### config.mk
export PLATFORM = sky130hd
export DESIGN_NAME = bpfa_ctrl
export DESIGN_NICKNAME = d
export VERILOG_FILES = /design/src/rtl/bpfa_pkg.sv /design/src/rtl/bpfa_ctrl.sv
export SDC_FILE = /design/constraint.sdc
export NUM_CORES = 1
export LEC_CHECK = 0
export ABC_AREA = 1
export BUFFER_PORTS_ARGS = -buffer_cell sky130_fd_sc_hd__buf_2
export CORE_UTILIZATION = 42
export CTS_CLUSTER_DIAMETER = 40
export DETAILED_ROUTE_END_ITERATION = 8
export HOLD_SLACK_MARGIN = 0.06
export PLACE_DENSITY_LB_ADDON = 0.12
export SYNTH_ARGS = -nofsm -noshare
export SYNTH_HDL_FRONTEND = slang
export SYNTH_SLANG_ARGS = --single-unit
export TNS_END_PERCENT = 1
### constraint.sdc
create_clock -name clk_i -period 1.5 [get_ports clk_i]
set_input_delay 0.075 -clock clk_i [delete_from_list [all_inputs] [get_ports clk_i]]
set_output_delay 0.075 -clock clk_i [all_outputs]
set_load 0.02 [all_outputs]
### src/rtl/bpfa_pkg.sv
package bpfa_pkg;

  localparam int unsigned FRAMES     = 4096;
  localparam int unsigned PAGE_SHIFT = 12;
  localparam int unsigned FRAME_W    = $clog2(FRAMES);
  localparam int unsigned WORD_W     = 32;
  localparam int unsigned BIT_W      = $clog2(WORD_W);
  localparam int unsigned ROWS       = FRAMES / WORD_W;
  localparam int unsigned ROW_W      = $clog2(ROWS);
  localparam int unsigned LEN_W      = FRAME_W + 1;
  localparam int unsigned CNT_W      = 13;
  localparam int unsigned ADDR_W     = 32;
  localparam int unsigned FUNC_W     = 2;
  localparam int unsigned IN_DATA_W  = 40;
  localparam int unsigned OUT_DATA_W = 32;

  localparam logic [CNT_W-1:0] CNT_MAX = '1;

  typedef enum logic [FUNC_W-1:0] {
    FUNC_ALLOC = 2'd0,
    FUNC_RUN   = 2'd1,
    FUNC_FREE  = 2'd2,
    FUNC_QUERY = 2'd3
  } func_e;

  typedef enum logic [2:0] {
    RD_HINT,
    RD_PAGE,
    RD_SCAN,
    RD_MARK,
    RD_RESC
  } rd_sel_e;

  typedef enum logic [1:0] {
    WR_SET_HINT,
    WR_MARK,
    WR_CLEAR
  } wr_sel_e;

  typedef struct packed {
    logic    load;
    logic    rd_en;
    rd_sel_e rd_sel;
    logic    wr_en;
    wr_sel_e wr_sel;
    logic    alloc_apply;
    logic    scan_step;
    logic    mark_init;
    logic    mark_next;
    logic    resc_init;
    logic    resc_step;
    logic    free_apply;
    logic    query_cap;
    logic    result;
  } cmd_t;

  typedef struct packed {
    func_e func;
    logic  hint_none;
    logic  kern_ok;
    logic  scan_hit;
    logic  scan_fail;
    logic  word_end;
    logic  run_zero;
    logic  mark_last;
    logic  resc_done;
    logic  out_busy;
  } sts_t;

endpackage

### src/rtl/bpfa_ctrl.sv
module bpfa_ctrl (
  input  logic           clk_i,
  input  logic           rst_ni,
  input  logic           in_valid_i,
  output logic           in_ready_o,
  input  bpfa_pkg::sts_t sts_i,
  output bpfa_pkg::cmd_t cmd_o
);

  typedef enum logic [3:0] {
    ST_IDLE,
    ST_A1_RD,
    ST_A1_WR,
    ST_RS_RD,
    ST_RS_BIT,
    ST_MK_RD,
    ST_MK_WR,
    ST_RESC_RD,
    ST_RESC_CHK,
    ST_FR_RD,
    ST_FR_WR,
    ST_Q_RD,
    ST_Q_CAP,
    ST_FIN
  } state_e;

  state_e state_q, state_d;

  always_comb begin
    state_d = state_q;
    cmd_o   = '0;
    case (state_q)
      ST_IDLE: begin
        if (in_valid_i) begin
          cmd_o.load = 1'b1;
          state_d    = ST_A1_RD;
        end
      end
      ST_A1_RD: begin
        case (sts_i.func)
          bpfa_pkg::FUNC_ALLOC: begin
            cmd_o.rd_en  = 1'b1;
            cmd_o.rd_sel = bpfa_pkg::RD_HINT;
            state_d      = sts_i.hint_none ? ST_FIN : ST_A1_WR;
          end
          bpfa_pkg::FUNC_RUN:   state_d = ST_RS_RD;
          bpfa_pkg::FUNC_FREE:  state_d = ST_FR_RD;
          bpfa_pkg::FUNC_QUERY: state_d = ST_Q_RD;
          default:              state_d = ST_FIN;
        endcase
      end
      ST_A1_WR: begin
        cmd_o.wr_en       = 1'b1;
        cmd_o.wr_sel      = bpfa_pkg::WR_SET_HINT;
        cmd_o.alloc_apply = 1'b1;
        state_d           = ST_RESC_RD;
      end
      ST_RS_RD: begin
        cmd_o.rd_en  = 1'b1;
        cmd_o.rd_sel = bpfa_pkg::RD_SCAN;
        state_d      = ST_RS_BIT;
      end
      ST_RS_BIT: begin
        cmd_o.scan_step = 1'b1;
        if (sts_i.scan_hit) begin
          cmd_o.mark_init = 1'b1;
          state_d         = sts_i.run_zero ? ST_FIN : ST_MK_RD;
        end else if (sts_i.scan_fail) begin
          state_d = ST_FIN;
        end else if (sts_i.word_end) begin
          state_d = ST_RS_RD;
        end
      end
      ST_MK_RD: begin
        cmd_o.rd_en  = 1'b1;
        cmd_o.rd_sel = bpfa_pkg::RD_MARK;
        state_d      = ST_MK_WR;
      end
      ST_MK_WR: begin
        cmd_o.wr_en  = 1'b1;
        cmd_o.wr_sel = bpfa_pkg::WR_MARK;
        if (sts_i.mark_last) begin
          state_d = ST_RESC_RD;
        end else begin
          cmd_o.mark_next = 1'b1;
          state_d         = ST_MK_RD;
        end
      end
      ST_RESC_RD: begin
        cmd_o.rd_en  = 1'b1;
        cmd_o.rd_sel = bpfa_pkg::RD_RESC;
        state_d      = ST_RESC_CHK;
      end
      ST_RESC_CHK: begin
        cmd_o.resc_step = 1'b1;
        state_d         = sts_i.resc_done ? ST_FIN : ST_RESC_RD;
      end
      ST_FR_RD: begin
        cmd_o.rd_en  = 1'b1;
        cmd_o.rd_sel = bpfa_pkg::RD_PAGE;
        state_d      = sts_i.kern_ok ? ST_FR_WR : ST_FIN;
      end
      ST_FR_WR: begin
        cmd_o.wr_en      = 1'b1;
        cmd_o.wr_sel     = bpfa_pkg::WR_CLEAR;
        cmd_o.free_apply = 1'b1;
        state_d          = ST_FIN;
      end
      ST_Q_RD: begin
        cmd_o.rd_en  = 1'b1;
        cmd_o.rd_sel = bpfa_pkg::RD_PAGE;
        state_d      = ST_Q_CAP;
      end
      ST_Q_CAP: begin
        cmd_o.query_cap = 1'b1;
        state_d         = ST_FIN;
      end
      ST_FIN: begin
        if (!sts_i.out_busy) begin
          cmd_o.result = 1'b1;
          state_d      = ST_IDLE;
        end
      end
      default: state_d = ST_IDLE;
    endcase
    // rescan always starts from the hint row
    if ((state_q == ST_A1_WR) || (state_q == ST_MK_WR && sts_i.mark_last)) begin
      cmd_o.resc_init = 1'b1;
    end
  end

  always_ff @(posedge clk_i or negedge rst_ni) begin
    if (!rst_ni) begin
      state_q <= ST_IDLE;
    end else begin
      state_q <= state_d;
    end
  end

  assign in_ready_o = (state_q == ST_IDLE);

endmodule

# Word level (Yosys, flattened, before mapping)
# Cells that the tools add are included.
# word_totals
register_bits	4
input_bits	14
output_inout_bits	18
wordCells	55
# op_classes
n_eq_ne	19
muxes	28
n_reduce_logical	7
# op_table
op	n
4-bit case mux with 13 select lines	1
4-bit 2-to-1 mux	9
4-bit == test, second input constant	6
4-bit case mux with 5 select lines	1
4-bit by 3-bit == test with 1-bit output, second input constant	4
4-bit case mux with 4 select lines	1
1-bit 2-to-1 mux	12
3-bit case mux with 3 select lines	1
4-bit by 2-bit == test with 1-bit output, second input constant	2
2-bit == test, second input constant	2
4-bit by 1-bit == test with 1-bit output, second input constant	1
4-bit logical NOT	1
2-bit 2-to-1 mux	2
2-bit inequality test, second input constant	2
4-bit inequality test, second input constant	1
2-bit OR reduction	2
3-bit 2-to-1 mux	1
3-bit AND reduction	1
2-bit by 1-bit == test with 1-bit output, second input constant	1
2-bit logical NOT	1
1-bit logical AND	1
1-bit logical OR	1

# Longest topological paths before layout
# depth
ltp_word	4
mapped_depth	8

# Worst setup path after synthesis
# No wires, ideal clock.
# synth_path
kind	flip-flop to flip-flop
from	reg state_q[3]
to	reg state_q[1]
t_arrival_ns	1.170
required_time_ns	1.378
setup_slack_ns	0.208
stages_incl_launch_ff	7
synth_period_minus_slack_ns	1.292
cell_sequence	dfrtp_1 > inv_1 > nand2_1 > nor2_2 > nand3b_1 > nand3_1 > a21oi_1
# synth_via
elab_chain_len	3
word_cells_on_any_way	20
classes_between	16 x eq/ne; 1 x mux; 3 x reduce/logical
# synth_rtl
element	line	text
from (decl)	bpfa_ctrl.sv:27	state_e state_q, state_d;
from (signal assigned)	bpfa_ctrl.sv:136	state_q <= state_d;
4-bit == test (tied with other cells)	bpfa_ctrl.sv:32	case (state_q)
2-bit OR reduction (no line) (tied with other cells)	--	
4-bit case mux with 13 select lines / 3-bit AND reduction (equally long branches)	--	
# Parallel ways exist; a longest one is shown, timed or not.
# A chain may end at the register's enable or synchronous reset.

==> results.rst <==
.. list-table::
   :header-rows: 1

   * - Metric
     - Value
   * - Number of fill cells in the layout
     - 115
   * - Crit path launch type
     - flop
   * - Post-layout net count
     - 160
   * - Crit share post-route
     - between 90% and 100%
   * - Worst-case clock skew
     - 0.00649 ns
   * - Clock Tree Root
     - sky130_fd_sc_hd__clkbuf_4
   * - Flop and latch count out of synthesis
     - 4
   * - Largest register FFs
     - 4
   * - Largest register by flop count
     - state_q
   * - Setup-failing EPs final
     - 0
   * - Number of placed I/O pins
     - 32
   * - Critical path endpoint category
     - output port
   * - Outcome
     - completed
   * - Kind of path behind the tightest hold check
     - primary input to async pin
   * - Hold violation count in the final report
     - 0
   * - Largest vdd supply drop
     - 0.976 mV
   * - Share of final-layout standard cells stronger than drive strength 1
     - 29.9%
   * - Area of the die
     - 1450 sq um
   * - Non-filler cells in the finished layout
     - 158
   * - Design Power
     - roughly 1.5 mW
   * - Core ar.
     - 1160 sq um
   * - FF+latch area
     - 100 sq um
   * - Sequential cell area fraction in the yosys report
     - 18.3%
   * - Warnings from Yosys
     - 0
   * - GR Util All Layers
     - between 20% and 30%
   * - Clock buffers created by TritonCTS
     - 3
   * - Leading cell type in the layout, fill and taps excluded
     - sky130_fd_sc_hd__nand2_1
   * - Sinks on Clock Net
     - 4
   * - Net count after synthesis
     - 123
   * - Clk_lat worst skew
     - 0.24 ns
   * - First-pass GRT wire length
     - around 2500 um
   * - Required time of the critical path
     - roughly 1.4 ns
   * - Power per unit of standard cell area
     - 1990 nW/um^2
   * - Cell count after placement
     - 154
   * - Setup tns final
     - 0 ns
   * - Postcts setup bufs
     - 0
   * - Routed vias
     - ~780
   * - Post-route antenna net violation count
     - 0
   * - Final min period
     - 1.42 ns
   * - Area of placed instances
     - between 700 and 800 sq um
   * - TritonCTS clock tree
     - yes
   * - Ant. Diodes
     - 0
   * - PnR worst setup slack
     - 0.0814 ns
   * - Vertical die dimension
     - 38.0 um
   * - DR pass1 iterations
     - 4
   * - Arrival time at the worst endpoint
     - 1.34 ns
   * - Bufs on Longest Clock Path
     - 2
   * - Actual transition at the worst max-transition pin
     - 0.321 ns
   * - Final max-slew violation count
     - 0
   * - Total number of placement rows
     - 12
   * - Post-route DRC violation count
     - 0
   * - Clock slew at reported path FFs
     - about 0.04 ns
   * - Number of antenna violations at the first check in global routing
     - 0
   * - Most frequent cells in the layout
     - sky130_fd_sc_hd__nand2_1 (32), sky130_fd_sc_hd__buf_2 (31), sky130_fd_sc_hd__inv_1 (19)
   * - Maximum clock frequency
     - 705 MHz
   * - Count of unique library cells instantiated by Yosys
     - 13
   * - Effective utilization at floorplan
     - 47.2%
   * - Pin count of the biggest net entering global routing
     - 8
   * - Mean routed wirelength per cell
     - 10.1 um
   * - Standby leakage power
     - 0.528 nW
   * - Kind of critical path
     - flop to output port
   * - Standard cell with the maximum stage delay on the critical path
     - sky130_fd_sc_hd__dfrtp_1
   * - Combined area of all synthesized cells
     - 546 sq um
   * - Combined area of the multi-input logic cells
     - between 300 and 400 sq um
   * - Top flop regs
     - state_q: 4 flops
   * - Count of maximum capacitance violations
     - 0
   * - Pre-CTS setup slack
     - 0.151 ns
   * - Average size of a mapped cell
     - 5.00 sq um
   * - Number of global-route vias before repair
     - approximately 660
   * - Area growth from synthesis to layout
     - 40.4%
   * - Unrepaired setup endpoints after global routing
     - true
   * - Post-DR vias/cell
     - a little under 5
   * - Cells along the critical path
     - inv_1 -> nand2_1 -> nor2_2 -> buf_2
   * - Crit-path max FO
     - 5
   * - Critical path's largest stage delay
     - 0.41 ns
   * - Count of port buffers added during placement
     - 31
   * - Hpwl dp
     - 1340 um
   * - Die W
     - 38.0 um
   * - Worst slew margin relative to its limit
     - between 70% and 80%
   * - Global route overflow
     - 0
   * - Total detailed-routing wirelength
     - 1600 um
   * - Non-Filler Cell Area, Final
     - about 770 sq um
   * - Drt initial violations
     - 32
   * - Htree depth
     - 1
   * - Gpl congestion
     - 0.862
   * - Instance count of the mapped netlist
     - 109
worst paths after layout:
| check | startpoint | end | slack, ns | depth (start not counted) |
|---|---|---|---|---|
| min | rst_ni | state_q[3] | 0.19 | 2 |
| min reg2reg | state_q[3] | state_q[1] | 0.80 | 3 |
| max reg2reg | state_q[1] | state_q[0] | 0.19 | 7 |
| max in group asynchronous | rst_ni | state_q[0] | 1.18 | 2 |
| max | state_q[3] | cmd_o[7] | 0.08 | 4 |
| min in group clk_i | sts_i[4] | state_q[0] | 0.20 | 5 |
per-stage QoR:
stage | hold WS [ns] | utilization (%)
floorplan | -0.221 | -
global placement | -0.118 | 62.1
detailed placement | -0.117 | 62.1
CTS | 0.173 | 65.2
global route | 0.200 | 66.2
finish | 0.192 | 66.2
kinds of logic after synthesis:
kind of cell           synth area share, %
AO/OA/AOI/OAI                         8.72
buffers and inverters                 13.8
flip-flops                            18.3
AND/OR/NAND/NOR                       59.2
layout make-up:
class	instances	share of cell area, %
clock buffer	3	2.94
multi-input combinational	85	50.3
timing repair buffer	32	21.6
sequential	4	13.1
tap	14	2.29
inverter	20	9.80
worst max-delay path: cells and delay by family, from the launching register on:
family | cells | cell delay, ns
DFF | 1 | 0.41
buffers and inverters | 2 | 0.35
and+or+nand+nor | 2 | 0.34
layer usage:
metal / part of all wire [%] / GRT usage [%] / vias to the layer above
li1: - / - / 408
met1: 44 / 27.8 / 349
met2: 52 / 47.9 / 25
met3: 3.6 / 6.98 / 0
met4: 0 / 0 / 0
met5: 0 / 0 / -
synthesized netlist by cell type:
cell type,n,area (sq um)
sky130_fd_sc_hd__inv_2,1,3.75
sky130_fd_sc_hd__a21oi_1,2,10.0
sky130_fd_sc_hd__inv_1,19,71.3
sky130_fd_sc_hd__nor2_2,3,18.8
sky130_fd_sc_hd__dfrtp_1,4,100
sky130_fd_sc_hd__or2_2,1,6.26
sky130_fd_sc_hd__nand3b_1,2,15.0
sky130_fd_sc_hd__nand2_1,33,124
sky130_fd_sc_hd__nor2_1,21,78.8
sky130_fd_sc_hd__o21ai_0,6,30.0
sky130_fd_sc_hd__o211ai_1,1,7.51
sky130_fd_sc_hd__nor3_1,4,20.0
sky130_fd_sc_hd__nand3_1,12,60.1
power by group:
| group | switching (mW) | total [mW] | internal (mW) |
|---|---|---|---|
| clock | 0.0442 | 0.134 | 0.0895 |
| combinational | 0.778 | 1.14 | 0.358 |
| sequential | 0.0888 | 0.256 | 0.167 |
| total | 0.911 | 1.53 | 0.615 |
timing repair:
item | in CTS | in global routing
hold buffers | 1 | 0
resized for setup | 1 | 4
endpoints found under the setup margin | 1 | 6
hold endpoints to repair | 4 | 0
Note: power is estimated with default switching activity, not from simulation.
